## src/design/eiot_pkg.sv

```systemverilog
// Package for the exclusive input ownership table.
// Holds sizes, field widths, operation and state codes, and the shared item types.
// No dependencies.
`default_nettype none

package eiot_pkg;

    localparam int TRACKS = 16;
    localparam int INPUTS = 8;

    localparam int FUNC_W = 2;
    localparam int TRK_W  = 4;
    localparam int INP_W  = 3;
    localparam int TIME_W = 64;
    localparam int MASK_W = 16;

    localparam int TCNT_W = (TRACKS > 1) ? $clog2(TRACKS) : 1;
    localparam int ICNT_W = (INPUTS > 1) ? $clog2(INPUTS) : 1;

    localparam int QDEPTH = 2;

    localparam logic [FUNC_W-1:0] FUNC_ASSIGN  = 2'd0;
    localparam logic [FUNC_W-1:0] FUNC_REAPPLY = 2'd1;
    localparam logic [FUNC_W-1:0] FUNC_QUERY   = 2'd2;

    localparam logic KIND_STATUS = 1'b0;
    localparam logic KIND_CMD    = 1'b1;

    typedef enum logic [1:0] {
        OP_ASSIGN,
        OP_REAPPLY,
        OP_QUERY,
        OP_REJECT
    } op_t;

    typedef enum logic [2:0] {
        S_IDLE,
        S_QUERY,
        S_BUILD,
        S_DIFF,
        S_STATUS
    } state_t;

    // Classified item handed from the front to the back.
    typedef struct packed {
        op_t               op;
        logic [TRK_W-1:0]  track_index;
        logic [INP_W-1:0]  input_index;
        logic [TIME_W-1:0] stamp;
    } op_item_t;

    typedef struct packed {
        logic              kind;
        logic              accepted;
        logic [INP_W-1:0]  changed_input;
        logic [TRK_W-1:0]  owner_track;
        logic              has_owner;
        logic              may_claim;
        logic              is_owner;
        logic [INP_W-1:0]  track_selection;
        logic [TIME_W-1:0] stamp_time;
        logic              last;
    } res_t;

endpackage

`default_nettype wire

```

## src/design/eiot_ifs.sv

```systemverilog
// Channel interfaces of the exclusive input ownership table: command, result, config.
// Depends on eiot_pkg for field widths.
`default_nettype none

interface eiot_cmd_if;
    logic                        valid;
    logic                        ready;
    logic [eiot_pkg::FUNC_W-1:0] func;
    logic [eiot_pkg::TRK_W-1:0]  track_index;
    logic [eiot_pkg::INP_W-1:0]  input_index;
    logic [eiot_pkg::TIME_W-1:0] stamp;

    modport source (output valid, func, track_index, input_index, stamp,
                    input ready);
    modport sink (input valid, func, track_index, input_index, stamp,
                  output ready);
endinterface

interface eiot_res_if;
    logic                        valid;
    logic                        ready;
    logic                        kind;
    logic                        accepted;
    logic [eiot_pkg::INP_W-1:0]  changed_input;
    logic [eiot_pkg::TRK_W-1:0]  owner_track;
    logic                        has_owner;
    logic                        may_claim;
    logic                        is_owner;
    logic [eiot_pkg::INP_W-1:0]  track_selection;
    logic [eiot_pkg::TIME_W-1:0] stamp_time;
    logic                        last;

    modport source (output valid, kind, accepted, changed_input, owner_track, has_owner,
                    may_claim, is_owner, track_selection, stamp_time, last,
                    input ready);
    modport sink (input valid, kind, accepted, changed_input, owner_track, has_owner,
                  may_claim, is_owner, track_selection, stamp_time, last,
                  output ready);
endinterface

interface eiot_cfg_if;
    logic                        valid;
    logic                        ready;
    logic [eiot_pkg::MASK_W-1:0] data;

    modport source (output valid, data, input ready);
    modport sink (input valid, data, output ready);
endinterface

`default_nettype wire

```

## src/design/eiot_front.sv

```systemverilog
// Front end: accepts command items, classifies them and holds them in a two-entry queue.
// Depends on eiot_pkg and eiot_cmd_if.
`default_nettype none

module eiot_front (
    input  wire logic               clk,
    input  wire logic               rst_n,
    eiot_cmd_if.sink                cmd,
    output eiot_pkg::op_item_t      q_head,
    output logic                    q_valid,
    input  wire logic               q_pop
);
    import eiot_pkg::*;

    localparam int PTR_W = (QDEPTH > 1) ? $clog2(QDEPTH) : 1;
    localparam int CNT_W = $clog2(QDEPTH + 1);

    op_item_t           q_reg [QDEPTH];
    logic [PTR_W-1:0]   wr_ptr_reg, wr_ptr_next;
    logic [PTR_W-1:0]   rd_ptr_reg, rd_ptr_next;
    logic [CNT_W-1:0]   cnt_reg, cnt_next;
    logic               push;
    logic               in_range;
    op_item_t           cls;

    assign cmd.ready = (cnt_reg != CNT_W'(QDEPTH));
    assign push      = cmd.valid && cmd.ready;
    assign q_valid   = (cnt_reg != '0);
    assign q_head    = q_reg[rd_ptr_reg];

    assign in_range = (32'(cmd.track_index) < TRACKS) && (32'(cmd.input_index) < INPUTS);

    always_comb
    begin
        cls.track_index = cmd.track_index;
        cls.input_index = cmd.input_index;
        cls.stamp       = cmd.stamp;
        unique case (cmd.func)
            FUNC_ASSIGN:  cls.op = in_range ? OP_ASSIGN : OP_REJECT;
            FUNC_REAPPLY: cls.op = OP_REAPPLY;
            FUNC_QUERY:   cls.op = in_range ? OP_QUERY : OP_REJECT;
            default:      cls.op = OP_REJECT;
        endcase
    end

    always_comb
    begin
        wr_ptr_next = wr_ptr_reg;
        rd_ptr_next = rd_ptr_reg;
        cnt_next    = cnt_reg;
        if (push)
        begin
            wr_ptr_next = (32'(wr_ptr_reg) == QDEPTH - 1) ? '0 : wr_ptr_reg + 1'b1;
        end
        if (q_pop && q_valid)
        begin
            rd_ptr_next = (32'(rd_ptr_reg) == QDEPTH - 1) ? '0 : rd_ptr_reg + 1'b1;
        end
        if (push && !(q_pop && q_valid))
        begin
            cnt_next = cnt_reg + 1'b1;
        end
        else if (!push && q_pop && q_valid)
        begin
            cnt_next = cnt_reg - 1'b1;
        end
    end

    always_ff @(posedge clk or negedge rst_n)
    begin
        if (!rst_n)
        begin
            wr_ptr_reg <= '0;
            rd_ptr_reg <= '0;
            cnt_reg    <= '0;
        end
        else
        begin
            wr_ptr_reg <= wr_ptr_next;
            rd_ptr_reg <= rd_ptr_next;
            cnt_reg    <= cnt_next;
        end
    end

    always_ff @(posedge clk)
    begin
        if (push)
        begin
            q_reg[wr_ptr_reg] <= cls;
        end
    end

endmodule

`default_nettype wire

```

## src/design/eiot_back.sv

```systemverilog
// Back end: holds selections, owner map and mask; walks tracks to rebuild the owner map,
// walks inputs to emit ownership commands, and drives the registered result channel.
// Depends on eiot_pkg, eiot_res_if and eiot_cfg_if.
`default_nettype none

module eiot_back (
    input  wire logic               clk,
    input  wire logic               rst_n,
    input  eiot_pkg::op_item_t      q_head,
    input  wire logic               q_valid,
    output logic                    q_pop,
    eiot_cfg_if.sink                cfg,
    eiot_res_if.source              res
);
    import eiot_pkg::*;

    state_t              state_reg, state_next;
    op_item_t            op_reg, op_next;
    logic [TCNT_W-1:0]   trk_ctr_reg, trk_ctr_next;
    logic [ICNT_W-1:0]   inp_ctr_reg, inp_ctr_next;
    logic                ok_reg, ok_next;
    logic [MASK_W-1:0]   mask_reg;
    res_t                res_reg, res_next;
    logic                res_valid_reg, res_valid_next;

    logic [INP_W-1:0]    sel_reg [TRACKS];
    logic [TRK_W-1:0]    own_reg [INPUTS];
    logic                pres_reg [INPUTS];
    logic [TRK_W-1:0]    new_own_reg [INPUTS];
    logic                new_pres_reg [INPUTS];

    logic                can_emit;
    logic                clear_new;
    logic                build_wr;
    logic                commit;
    logic [TRACKS-1:0]   ext_vec;
    logic [TCNT_W-1:0]   sel_addr;
    logic [INP_W-1:0]    sel_rd;
    logic [INP_W-1:0]    sel_at_t;
    logic [ICNT_W-1:0]   new_addr;
    logic [ICNT_W-1:0]   old_addr;
    logic                new_pres_rd;
    logic [TRK_W-1:0]    new_own_rd;
    logic                pres_rd;
    logic [TRK_W-1:0]    own_rd;
    logic                is_ext;
    logic                bad;
    logic                diff;
    logic [TRK_W-1:0]    q_owner;

    assign cfg.ready = 1'b1;

    // Tracks past the mask width are never external.
    assign ext_vec  = TRACKS'(mask_reg);
    assign can_emit = !res_valid_reg || res.ready;

    // One read port per table; the address follows the phase.
    assign sel_addr = (state_reg == S_BUILD) ? trk_ctr_reg
                                             : op_reg.track_index[TCNT_W-1:0];
    assign sel_rd   = sel_reg[sel_addr];
    assign sel_at_t = (op_reg.op == OP_ASSIGN &&
                       trk_ctr_reg == op_reg.track_index[TCNT_W-1:0])
                      ? op_reg.input_index : sel_rd;

    assign new_addr    = (state_reg == S_BUILD) ? sel_at_t[ICNT_W-1:0] : inp_ctr_reg;
    assign new_pres_rd = new_pres_reg[new_addr];
    assign new_own_rd  = new_own_reg[new_addr];

    assign old_addr = (state_reg == S_DIFF) ? inp_ctr_reg
                                            : op_reg.input_index[ICNT_W-1:0];
    assign pres_rd  = pres_reg[old_addr];
    assign own_rd   = own_reg[old_addr];
    assign q_owner  = pres_rd ? own_rd : '0;

    assign is_ext = ext_vec[trk_ctr_reg];
    assign bad    = (32'(sel_at_t) >= INPUTS) || (is_ext && new_pres_rd);
    assign diff   = (new_pres_rd != pres_rd) || (new_pres_rd && new_own_rd != own_rd);

    always_comb
    begin
        state_next     = state_reg;
        op_next        = op_reg;
        trk_ctr_next   = trk_ctr_reg;
        inp_ctr_next   = inp_ctr_reg;
        ok_next        = ok_reg;
        res_next       = res_reg;
        res_valid_next = res_valid_reg && !res.ready;
        q_pop          = 1'b0;
        clear_new      = 1'b0;
        build_wr       = 1'b0;
        commit         = 1'b0;

        unique case (state_reg)
            S_IDLE:
            begin
                if (q_valid)
                begin
                    q_pop        = 1'b1;
                    op_next      = q_head;
                    trk_ctr_next = '0;
                    inp_ctr_next = '0;
                    ok_next      = 1'b1;
                    clear_new    = 1'b1;
                    unique case (q_head.op)
                        OP_ASSIGN, OP_REAPPLY: state_next = S_BUILD;
                        OP_QUERY, OP_REJECT:   state_next = S_QUERY;
                    endcase
                end
            end

            S_QUERY:
            begin
                if (can_emit)
                begin
                    res_valid_next = 1'b1;
                    res_next       = '0;
                    res_next.kind  = KIND_STATUS;
                    res_next.last  = 1'b1;
                    if (op_reg.op == OP_QUERY)
                    begin
                        res_next.accepted        = 1'b1;
                        res_next.changed_input   = op_reg.input_index;
                        res_next.owner_track     = q_owner;
                        res_next.has_owner       = pres_rd;
                        res_next.may_claim       = !pres_rd || (q_owner == op_reg.track_index);
                        res_next.is_owner        = pres_rd && (q_owner == op_reg.track_index);
                        res_next.track_selection = sel_rd;
                    end
                    state_next = S_IDLE;
                end
            end

            S_BUILD:
            begin
                if (bad)
                begin
                    // Conflict or bad selection: drop the whole change.
                    ok_next    = 1'b0;
                    state_next = S_STATUS;
                end
                else
                begin
                    build_wr = is_ext;
                    if (32'(trk_ctr_reg) == TRACKS - 1)
                    begin
                        state_next = S_DIFF;
                    end
                    else
                    begin
                        trk_ctr_next = trk_ctr_reg + 1'b1;
                    end
                end
            end

            S_DIFF:
            begin
                if (!diff || can_emit)
                begin
                    if (diff)
                    begin
                        res_valid_next         = 1'b1;
                        res_next               = '0;
                        res_next.kind          = KIND_CMD;
                        res_next.accepted      = 1'b1;
                        res_next.changed_input = INP_W'(inp_ctr_reg);
                        res_next.owner_track   = new_own_rd;
                        res_next.has_owner     = new_pres_rd;
                        res_next.stamp_time    = op_reg.stamp;
                    end
                    if (32'(inp_ctr_reg) == INPUTS - 1)
                    begin
                        state_next = S_STATUS;
                    end
                    else
                    begin
                        inp_ctr_next = inp_ctr_reg + 1'b1;
                    end
                end
            end

            S_STATUS:
            begin
                if (can_emit)
                begin
                    res_valid_next    = 1'b1;
                    res_next          = '0;
                    res_next.kind     = KIND_STATUS;
                    res_next.accepted = ok_reg;
                    res_next.last     = 1'b1;
                    commit            = ok_reg;
                    state_next        = S_IDLE;
                end
            end

            default:
            begin
                state_next = S_IDLE;
            end
        endcase
    end

    always_ff @(posedge clk or negedge rst_n)
    begin
        if (!rst_n)
        begin
            state_reg     <= S_IDLE;
            res_valid_reg <= 1'b0;
            mask_reg      <= '0;
            trk_ctr_reg   <= '0;
            inp_ctr_reg   <= '0;
            ok_reg        <= 1'b1;
            for (int t = 0; t < TRACKS; t++)
            begin
                sel_reg[t] <= INP_W'(t % INPUTS);
            end
            for (int i = 0; i < INPUTS; i++)
            begin
                own_reg[i]  <= '0;
                pres_reg[i] <= 1'b0;
            end
        end
        else
        begin
            state_reg     <= state_next;
            res_valid_reg <= res_valid_next;
            trk_ctr_reg   <= trk_ctr_next;
            inp_ctr_reg   <= inp_ctr_next;
            ok_reg        <= ok_next;
            if (cfg.valid)
            begin
                mask_reg <= cfg.data;
            end
            if (commit)
            begin
                if (op_reg.op == OP_ASSIGN)
                begin
                    sel_reg[op_reg.track_index[TCNT_W-1:0]] <= op_reg.input_index;
                end
                for (int i = 0; i < INPUTS; i++)
                begin
                    own_reg[i]  <= new_own_reg[i];
                    pres_reg[i] <= new_pres_reg[i];
                end
            end
        end
    end

    always_ff @(posedge clk)
    begin
        op_reg  <= op_next;
        res_reg <= res_next;
        if (clear_new)
        begin
            for (int i = 0; i < INPUTS; i++)
            begin
                new_own_reg[i]  <= '0;
                new_pres_reg[i] <= 1'b0;
            end
        end
        else if (build_wr)
        begin
            new_own_reg[new_addr]  <= TRK_W'(trk_ctr_reg);
            new_pres_reg[new_addr] <= 1'b1;
        end
    end

    assign res.valid           = res_valid_reg;
    assign res.kind            = res_reg.kind;
    assign res.accepted        = res_reg.accepted;
    assign res.changed_input   = res_reg.changed_input;
    assign res.owner_track     = res_reg.owner_track;
    assign res.has_owner       = res_reg.has_owner;
    assign res.may_claim       = res_reg.may_claim;
    assign res.is_owner        = res_reg.is_owner;
    assign res.track_selection = res_reg.track_selection;
    assign res.stamp_time      = res_reg.stamp_time;
    assign res.last            = res_reg.last;

endmodule

`default_nettype wire

```

## src/design/exclusive_input_ownership_table_unit.sv

```systemverilog
// Top level of the exclusive input ownership table.
// Depends on eiot_pkg, the channel interfaces, eiot_front and eiot_back.
`default_nettype none

// Each of 16 tracks selects one of 8 inputs; tracks set in the external mask must own
// distinct inputs. An assign or reapply walks the tracks, one per cycle, to rebuild the
// owner map, then walks the inputs, one per cycle, to compare it with the current map,
// set by the single read port on the selection and owner tables; a stalled result side
// holds back a command or the status item, and the input walk waits on a held command. A
// rejected change ends as soon as the track walk finds the conflict. A query or a rejected
// item goes straight to its single status item. A two-item queue takes new items while the
// back end works. Write the mask only while idle.
module exclusive_input_ownership_table_unit (
    input  wire logic clk,
    input  wire logic rst_n,
    eiot_cmd_if.sink  cmd,
    eiot_cfg_if.sink  cfg,
    eiot_res_if.source res
);
    import eiot_pkg::*;

    op_item_t q_head;
    logic     q_valid;
    logic     q_pop;

    eiot_front u_front (
        .clk     (clk),
        .rst_n   (rst_n),
        .cmd     (cmd),
        .q_head  (q_head),
        .q_valid (q_valid),
        .q_pop   (q_pop)
    );

    eiot_back u_back (
        .clk     (clk),
        .rst_n   (rst_n),
        .q_head  (q_head),
        .q_valid (q_valid),
        .q_pop   (q_pop),
        .cfg     (cfg),
        .res     (res)
    );

endmodule

`default_nettype wire

```

## src/flat_wrapper.sv

```systemverilog
// flat-port wrapper written by rule: the top's interface ports become plain ports
module exclusive_input_ownership_table_unit_flat import eiot_pkg::*;
  (clk, rst_n, cmd_valid, cmd_func, cmd_track_index, cmd_input_index, cmd_stamp, cmd_ready, cfg_valid, cfg_data, cfg_ready, res_valid, res_kind, res_accepted, res_changed_input, res_owner_track, res_has_owner, res_may_claim, res_is_owner, res_track_selection, res_stamp_time, res_last, res_ready);
  eiot_cmd_if cmd_i ();
  eiot_cfg_if cfg_i ();
  eiot_res_if res_i ();
  input  wire logic clk;
  input  wire logic rst_n;
  input wire logic [$bits(cmd_i.valid)-1:0] cmd_valid;
  input wire logic [$bits(cmd_i.func)-1:0] cmd_func;
  input wire logic [$bits(cmd_i.track_index)-1:0] cmd_track_index;
  input wire logic [$bits(cmd_i.input_index)-1:0] cmd_input_index;
  input wire logic [$bits(cmd_i.stamp)-1:0] cmd_stamp;
  output wire logic [$bits(cmd_i.ready)-1:0] cmd_ready;
  input wire logic [$bits(cfg_i.valid)-1:0] cfg_valid;
  input wire logic [$bits(cfg_i.data)-1:0] cfg_data;
  output wire logic [$bits(cfg_i.ready)-1:0] cfg_ready;
  output wire logic [$bits(res_i.valid)-1:0] res_valid;
  output wire logic [$bits(res_i.kind)-1:0] res_kind;
  output wire logic [$bits(res_i.accepted)-1:0] res_accepted;
  output wire logic [$bits(res_i.changed_input)-1:0] res_changed_input;
  output wire logic [$bits(res_i.owner_track)-1:0] res_owner_track;
  output wire logic [$bits(res_i.has_owner)-1:0] res_has_owner;
  output wire logic [$bits(res_i.may_claim)-1:0] res_may_claim;
  output wire logic [$bits(res_i.is_owner)-1:0] res_is_owner;
  output wire logic [$bits(res_i.track_selection)-1:0] res_track_selection;
  output wire logic [$bits(res_i.stamp_time)-1:0] res_stamp_time;
  output wire logic [$bits(res_i.last)-1:0] res_last;
  input wire logic [$bits(res_i.ready)-1:0] res_ready;
  assign cmd_i.valid = cmd_valid;
  assign cmd_i.func = cmd_func;
  assign cmd_i.track_index = cmd_track_index;
  assign cmd_i.input_index = cmd_input_index;
  assign cmd_i.stamp = cmd_stamp;
  assign cmd_ready = cmd_i.ready;
  assign cfg_i.valid = cfg_valid;
  assign cfg_i.data = cfg_data;
  assign cfg_ready = cfg_i.ready;
  assign res_valid = res_i.valid;
  assign res_kind = res_i.kind;
  assign res_accepted = res_i.accepted;
  assign res_changed_input = res_i.changed_input;
  assign res_owner_track = res_i.owner_track;
  assign res_has_owner = res_i.has_owner;
  assign res_may_claim = res_i.may_claim;
  assign res_is_owner = res_i.is_owner;
  assign res_track_selection = res_i.track_selection;
  assign res_stamp_time = res_i.stamp_time;
  assign res_last = res_i.last;
  assign res_i.ready = res_ready;
  exclusive_input_ownership_table_unit u_core (.clk(clk), .rst_n(rst_n), .cmd(cmd_i), .cfg(cfg_i), .res(res_i));
endmodule
```

## config.mk

```make
export PLATFORM = sky130hd
export DESIGN_NAME = exclusive_input_ownership_table_unit_flat
export DESIGN_NICKNAME = d
export VERILOG_FILES = /design/src/design/eiot_pkg.sv /design/src/design/eiot_ifs.sv /design/src/design/eiot_front.sv /design/src/design/eiot_back.sv /design/src/design/exclusive_input_ownership_table_unit.sv /design/src/flat_wrapper.sv
export SDC_FILE = /design/constraint.sdc
export NUM_CORES = 1
export LEC_CHECK = 0
export ABC_AREA = 1
export BUFFER_PORTS_ARGS = -buffer_cell sky130_fd_sc_hd__buf_2
export CORE_MARGIN = 8
export CORE_UTILIZATION = 45
export DETAILED_ROUTE_END_ITERATION = 8
export GPL_TIMING_DRIVEN = 0
export SYNTH_ARGS = -nofsm -noshare
export SYNTH_HDL_FRONTEND = slang
export SYNTH_SLANG_ARGS = --single-unit
```

## constraint.sdc

```tcl
create_clock -name clk -period 9.9 [get_ports clk]
set_input_delay 1.98 -clock clk [delete_from_list [all_inputs] [get_ports clk]]
set_output_delay 1.98 -clock clk [all_outputs]
set_load 0.05 [all_outputs]
```

* Yosys cells after proc, flatten, opt, wreduce, memory -nomap -nowiden
Memory sizes are Yosys's and may differ from the RTL's. A register that Yosys moved wholly into a read port is not among the register bits.
Index checks and enable logic that the tools add are counted.
** Word-level totals
- Bits in registers :: 233
- Memories kept :: 3
- Latch bits :: 0
- Memory bits (writable) :: 186
- ROM bits :: 0
- Output and inout bits :: 83
- Input port bits :: 94
- Word-level logic and storage cells :: 215
** Memory list
- u_core.u_front.q_reg :: depth 2, bits a word 73, read ports 1, clocked after Yosys merged registers in 0, write ports 1, RTL line eiot_front.sv:18 : op_item_t q_reg [QDEPTH];
- u_core.u_back.new_own_reg :: depth 8, bits a word 4, read ports 9, clocked after Yosys merged registers in 8, write ports 8, RTL line eiot_back.sv:29 : logic [TRK_W-1:0] new_own_reg [INPUTS];
- u_core.u_back.new_pres_reg :: depth 8, bits a word 1, read ports 9, clocked after Yosys merged registers in 8, write ports 8, RTL line eiot_back.sv:30 : logic new_pres_reg [INPUTS];
** Operators by class
- Divide/modulo/power cells :: 0
- Equality and inequality tests :: 29
- Muxes and demuxes :: 72
- Bitwise logic cells :: 3
- $lt $le $gt $ge :: 5
- Shift operators :: 0
- Reductions and logical operators :: 58
- Multiply operators :: 0
- Add/sub/neg operators :: 6
** Operators with widths (number)
- $mux 80 :: 4
- $pmux 80 s3 :: 1
- $mux 3 :: 17
- $bwmux 48 :: 1
- $mux 4 :: 8
- $mux 1 :: 26
- $logic_not 1->1 :: 22
- $ne 2x2->1 const B :: 8
- $mux 14 :: 1
- $bmux 3 s4 :: 1
- $bmux 4 s3 :: 1
- $demux 3 s4 :: 1
- $pmux 3 s2 :: 2
- $pmux 3 s4 :: 1
- $logic_and 1x1->1 :: 11
- $ge 5x5->1 const B :: 2
- $not 4->5 :: 2
- $reduce_and 5->1 :: 2
- $eq 2x2->1 const B :: 4
- $eq 4x4->1 :: 2
- $ne 2x1->1 const B :: 4
- $pmux 4 s2 :: 1
- $reduce_and 4->1 :: 2
- $reduce_bool 2->1 :: 4
- 31 further kinds :: 45

* Logic depth before layout (Yosys ltp)
An unclocked memory read counts as a cell.
- Word-level depth :: 17
- Depth in mapped cells :: 27
- Mapped depth without buffers :: 25

* Cells and area by module
A second synthesis with hierarchy kept.
** Second synthesis, totals
- Cells, all modules :: 1704
- Area, all modules :: 18684.2 um^2
** By module, submodules not included
- eiot_back :: instances 1, seq. area each 8649.5 um^2, cells an instance 1290, area an instance 13152.6 um^2
- eiot_front :: instances 1, seq. area each 4484.3 um^2, cells an instance 414, area an instance 5531.6 um^2

* Least setup slack after synthesis
OpenSTA, ideal clock, no wires.
- Path kind :: flip-flop to flip-flop
- Start :: register u_core.u_back.trk_ctr_reg[0]
- End :: register u_core.u_back.res_reg, in the netlist u_core.u_back.res.accepted (enable)
- Stages on the path, launching flop included :: 21
- Path buffers :: 2
- Required time :: 9.381 ns
- Period minus slack after synthesis :: 6.399 ns
- Data arrival time :: 5.880 ns
- Setup time :: 0.519 ns
- Setup slack :: 3.501 ns
- Path through :: dfrtp_1 -> inv_2 -> nand4_2 -> buf_4 -> buf_4 -> nand3_1 -> nand3_1 -> nand3_1 -> nand3_2 -> nand3_2 -> nand2_2 -> nand2_4 -> nand2_2 -> a21oi_1 -> nand2_1 -> nand2_2 -> nor2_8 -> or2_4 -> nand4_4 -> nand3_1 -> nor2_1
** On the way
- Cells in the longest elaborated chain, start to end :: 15
- Elaborated cells between the ends (all ways) :: 20
- Classes of those cells :: eq/ne: 5; mux: 6; bitwise: 1; reduce/logical: 6; memory: 2
** Ends and longest elaborated chain
- start: declaration :: RTL line eiot_back.sv:19 : logic [TCNT_W-1:0] trk_ctr_reg, trk_ctr_next;
- start signal: assignment :: RTL line eiot_back.sv:226 : trk_ctr_reg <= trk_ctr_next;
- $mux 4 :: RTL line eiot_back.sv:58 : assign sel_addr = (state_reg == S_BUILD) ? trk_ctr_reg
- $not 4->5 (not written as such) :: RTL line eiot_back.sv:60 : assign sel_rd = sel_reg[sel_addr];
- $bmux 3 s4 :: RTL line eiot_back.sv:60
- $mux 3 (not written as such) (2 in a row) :: RTL line eiot_back.sv:60
- $mux 3 (*) :: RTL line eiot_back.sv:63 : ? op_reg.input_index : sel_rd;
- $mux 3 (*) :: RTL line eiot_back.sv:65 : assign new_addr = (state_reg == S_BUILD) ? sel_at_t[ICNT_W-1:0] : inp_ctr_reg;
- $mem_v2 8x4
- $ne 4x4->1 :: RTL line eiot_back.sv:77 : assign diff = (new_pres_rd != pres_rd) || (new_pres_rd && new_own_rd != own_rd);
- $logic_and 1x1->1 :: RTL line eiot_back.sv:77
- $logic_or 1x1->1 (*) :: RTL line eiot_back.sv:77
- $logic_not 1->1 :: RTL line eiot_back.sv:157 : if (!diff || can_emit)
- $logic_or 1x1->1 :: RTL line eiot_back.sv:157
- $ne 2x1->1 (no source line)
- $reduce_and 5->1 (no source line) (*)
- end signal: assignment :: RTL line eiot_back.sv:251 : res_reg <= res_next;
- end: declaration :: RTL line eiot_back.sv:23 : res_t res_reg, res_next;
Mark *: on every way between the ends. The rest lies on a longest branch, timed or not. The select of a mux whose other input is x is not followed.
A chain may end at the register's enable or synchronous reset.

* Worst setup path in the final report
- Start :: register u_core.u_back.state_reg[2]
- End :: register u_core.u_back.res_reg, in the netlist u_core.u_back.res.stamp_time[17] (enable)
** On the way
- Cells in the longest elaborated chain, start to end :: 16
- Elaborated cells between the ends (all ways) :: 33
- Classes of those cells :: eq/ne: 10; mux: 13; bitwise: 2; reduce/logical: 6; memory: 2
** Ends and longest elaborated chain
- start: declaration :: RTL line eiot_back.sv:17 : state_t state_reg, state_next;
- start signal: assignment :: RTL line eiot_back.sv:224 : state_reg <= state_next;
- $eq 3x2->1 :: RTL line eiot_back.sv:58, eiot_back.sv:65
- $mux 4 :: RTL line eiot_back.sv:58
- $not 4->5 (not written as such) :: RTL line eiot_back.sv:60
- $bmux 3 s4 :: RTL line eiot_back.sv:60
- $mux 3 (not written as such) (2 in a row) :: RTL line eiot_back.sv:60
- $mux 3 :: RTL line eiot_back.sv:63
- $mux 3 :: RTL line eiot_back.sv:65
- $mem_v2 8x4
- $ne 4x4->1 :: RTL line eiot_back.sv:77
- $logic_and 1x1->1 :: RTL line eiot_back.sv:77
- $logic_or 1x1->1 :: RTL line eiot_back.sv:77
- $logic_not 1->1 :: RTL line eiot_back.sv:157
- $logic_or 1x1->1 :: RTL line eiot_back.sv:157
- $ne 2x1->1 (no source line)
- $reduce_and 5->1 (no source line) (*)
Marked as above.

==> key figures <==
Outcome
  – Outcome: finished clean

Clock tree
  – Clock insertion delay at the later pin of the skew report: 610 ps
  – Max clock buf depth: 3
  – TritonCTS clock tree: yes
  – Post-cts gate resize count: 0
  – Setup Buffers After CTS: 0
  – Sink Count: 459
  – Hold_buf cts: 0
  – H-tree levels: 2
  – CTS Buf Count: 48
  – Worst-path clk slew: 60 ps
  – Clk Tree Root Cell: clkbuf_16

Setup path
  – Worst Path Max Fanout: 25
  – Slowest cell delay on critical path: 490 ps
  – Slowest stage cell on the critical path: clkbuf_1
  – Critical Path Start Type: flip-flop
  – CP Capture Type: flip-flop
  – Crit path kind: reg2reg
  – Crit path DAT: 4990 ps
  – Worst Path Required: 10180 ps
  – Crit path cell chain: inv_2 -> nand3_2 -> inv_2 -> o21ai_1 -> inv_1 -> clkbuf_1 -> o21ai_0 -> o221ai_1 -> o21a_1 -> nand2_1 -> nor3_1 -> nor2_1 -> nor2_1 -> nand2_2 -> nand4_4 -> nand3_1 -> nor2_4 -> buf_12 -> buf_12
  – Flop-to-flop setup slack: 5180 ps

STA
  – Min Hold Slack: 470 ps
  – Endpoints failing setup: 0
  – Post-route setup TNS: 0 ps
  – Clk_skew: 35.2 ps
  – F_max: 212 MHz
  – Period utilization: 47.6%
  – Normalized max-slew margin: 44.3%
  – Fin. max-slew vios: 0
  – Hold Fails Final Rpt: 0
  – PnR worst setup slack: 5180 ps
  – RSZ-0062 raised after global routing: no
  – Worst slew pin tran: 832 ps
  – Final Critical Period: 4720 ps

Placed design
  – Final GP Congestion: 0.907
  – Post-DP HPWL: 31600 um
  – Port Buffers: 172
  – DP Worst Slack: 5310 ps
  – Post-placement cell count: 2410

Drt
  – Routed WL: 44700 um
  – Via-to-Cell Ratio: 5.06
  – Antenna Nets Post-Route: 0
  – 1st-iter DRT viols: 970
  – Drt wl/cell: 17.8 um
  – Vias: 12668
  – DRC Markers: 0
  – DR pass1 iterations: 5

Floorplanning
  – FP Rows: 74
  – Die Y: 220 um
  – DIE AREA: 48400 sq um
  – Starting Density: 45.8%
  – Num ports: 177
  – Die W: 220 um
  – Core area: 40900 sq um

Layout
  – Net count, final: 2025
  – Finished Core Util: 54.4%
  – Layout area overhead: 18.9%
  – Fill cells: 3562
  – Max reg flops: 146
  – Layout cells sized above 1: 19.2%
  – Non-filler cells, final: 2504

Synthesis
  – Syn nets: 1792
  – Syn Inst Count: 1695
  – Ys async rst share: 26.1%
  – Post-synth EDFFs: 331
  – Register area share after synthesis: 70.1%
  – Avg Cell Area, Syn: 11.1 sq um
  – Unique masters post-synth: 45
  – #FFs+latches synth: 459
  – Ys flop type: edfxtp_1
  – Syn. warnings: 0
  – Synthesized cell area: 18700 sq um

Global route
  – Largest net degree at the start of global routing: 65
  – Vias in the first global route: 12669
  – Initial antenna violation count: 12
  – Total gr overflow: 0
  – First-pass GRT wire length: 70000 um
  – Aggregate global-route resource usage: 18.6%

Power
  – Cell area power density: 386 nW/um^2
  – Pleak: 0.00941 uW
  – Peak supply drop: 0.000236 V

Run
  – Maxcap violations: 0

Min path
  – HP Class: reg2reg
metrics by stage:
step	total power, uW	instance area (sq um)
floorplan	5650	18700
global placement	6640	20300
detailed placement	6700	20500
CTS	8660	22300
global route	9080	22300
finish	8590	22300
area by class of cell:
cell class	count	area (sq um)	share of cell area, %
antenna	4	10.0	0.0449
buffer	69	357	1.60
clock buffer	60	1310	5.87
clock inverter	30	419	1.88
inverter	139	522	2.34
multi-input combinational	1028	4740	21.3
sequential	459	13100	59.0
tap	532	666	2.99
timing repair buffer	183	1120	5.02
path summary, 6_finish.rpt:
| path | cells after the start | from | end |
|---|---|---|---|
| max | 19 | u_core.u_back.state_reg[2] | u_core.u_back.res.stamp_time[17] |
| min | 2 | u_core.u_back.own_reg[24] | u_core.u_back.own_reg[24] |
| max reg2reg | 19 | u_core.u_back.state_reg[2] | u_core.u_back.res.stamp_time[17] |
| min reg2reg | 2 | u_core.u_back.own_reg[24] | u_core.u_back.own_reg[24] |
| max in group asynchronous | 2 | rst_n | u_core.u_back.own_reg[21] |
| min in group asynchronous | 1 | rst_n | u_core.u_back.sel_reg[47] |
synthesized netlist by cell type (3+ instances only):
library cell    n  area (sq um)
nand2_1       542          2030
edfxtp_1      331          9940
nor2_1        139           522
inv_1         127           477
nand3_1       108           541
o21ai_0       107           536
dfrtp_1        95          2380
clkbuf_1       46           173
a21oi_1        26           130
dfstp_2        25           657
nand3_2        11           110
inv_2          10          37.5
buf_6           9           101
mux2_2          9           101
nand4_1         9          56.3
a32o_1          8          80.1
dfxtp_1         8           160
o21ai_1         8          40.0
nand2_2         7          43.8
xor2_1          7          61.3
buf_2           6          30.0
nand2_4         6          67.6
buf_4           5          37.5
o22ai_1         5          31.3
nor2_4          4          45.0
nor3_1          4          20.0
o21ai_2         4          35.0
buf_1           3          11.3
ha_1            3          37.5
o211ai_2        3          37.5
or2_2           3          18.8
cells by family after synthesis:
| kind of cell | count (synthesis) | share of synthesized area, % |
|---|---|---|
| adders and majority gates | 3 | 0.200 |
| AOI/OAI and AO/OA | 167 | 5.08 |
| DFF | 459 | 70.1 |
| buffers and inverters | 208 | 4.67 |
| other | 1 | 0.0200 |
| muxes | 9 | 0.541 |
| and+or+nand+nor | 840 | 19.0 |
| xor gates and xnor gates | 8 | 0.374 |
metal layers:
metal	wire length [um]	vias up	track usage, %	share of wire (%)
met5	114	-	0	0.26
met1	19500	6004	24.9	44
li1	-	6127	-	-
met2	20400	430	29.0	46
met3	3570	91	4.99	8.0
met4	1170	16	6.50	2.6
placed cells by master, fill, tap and decap left out, types with 5 or more instances in the layout:
master,netlist,routed
dfstp_2,25,25
buf_4,5,5
nand2_2,7,7
nand3_1,108,108
edfxtp_1,331,331
buf_12,0,7
nor2_4,4,7
o21ai_1,8,8
a21oi_1,26,26
nand3_2,11,11
clkinvlp_4,0,5
clkbuf_1,46,52
clkbuf_16,0,49
clkinv_2,0,6
bufinv_16,0,8
xor2_1,7,7
buf_2,6,177
o21ai_0,107,107
dfxtp_1,8,8
nand2_1,542,542
o22ai_1,5,5
mux2_2,9,9
inv_1,127,127
nand2_4,6,6
buf_6,9,10
dfrtp_1,95,95
a32o_1,8,8
clkinv_1,2,7
nor2_1,139,136
inv_2,10,10
nand4_1,9,9
report_power, final:
part           switching [uW]  leakage, uW  internal, uW  total, uW
logic                    2500      0.00388           872       3370
clock network             771     0.000827          1160       1930
registers                 284      0.00471          3010       3290
worst max-delay path, delay by kind of cell, from the launching register on:
kind,cells,cell delay (ps)
AND/OR/NAND/NOR,9,1560
buffers and inverters,6,1450
AO/OA/AOI/OAI,4,960
flip-flops,1,390
(Power assumes the default switching activity.)
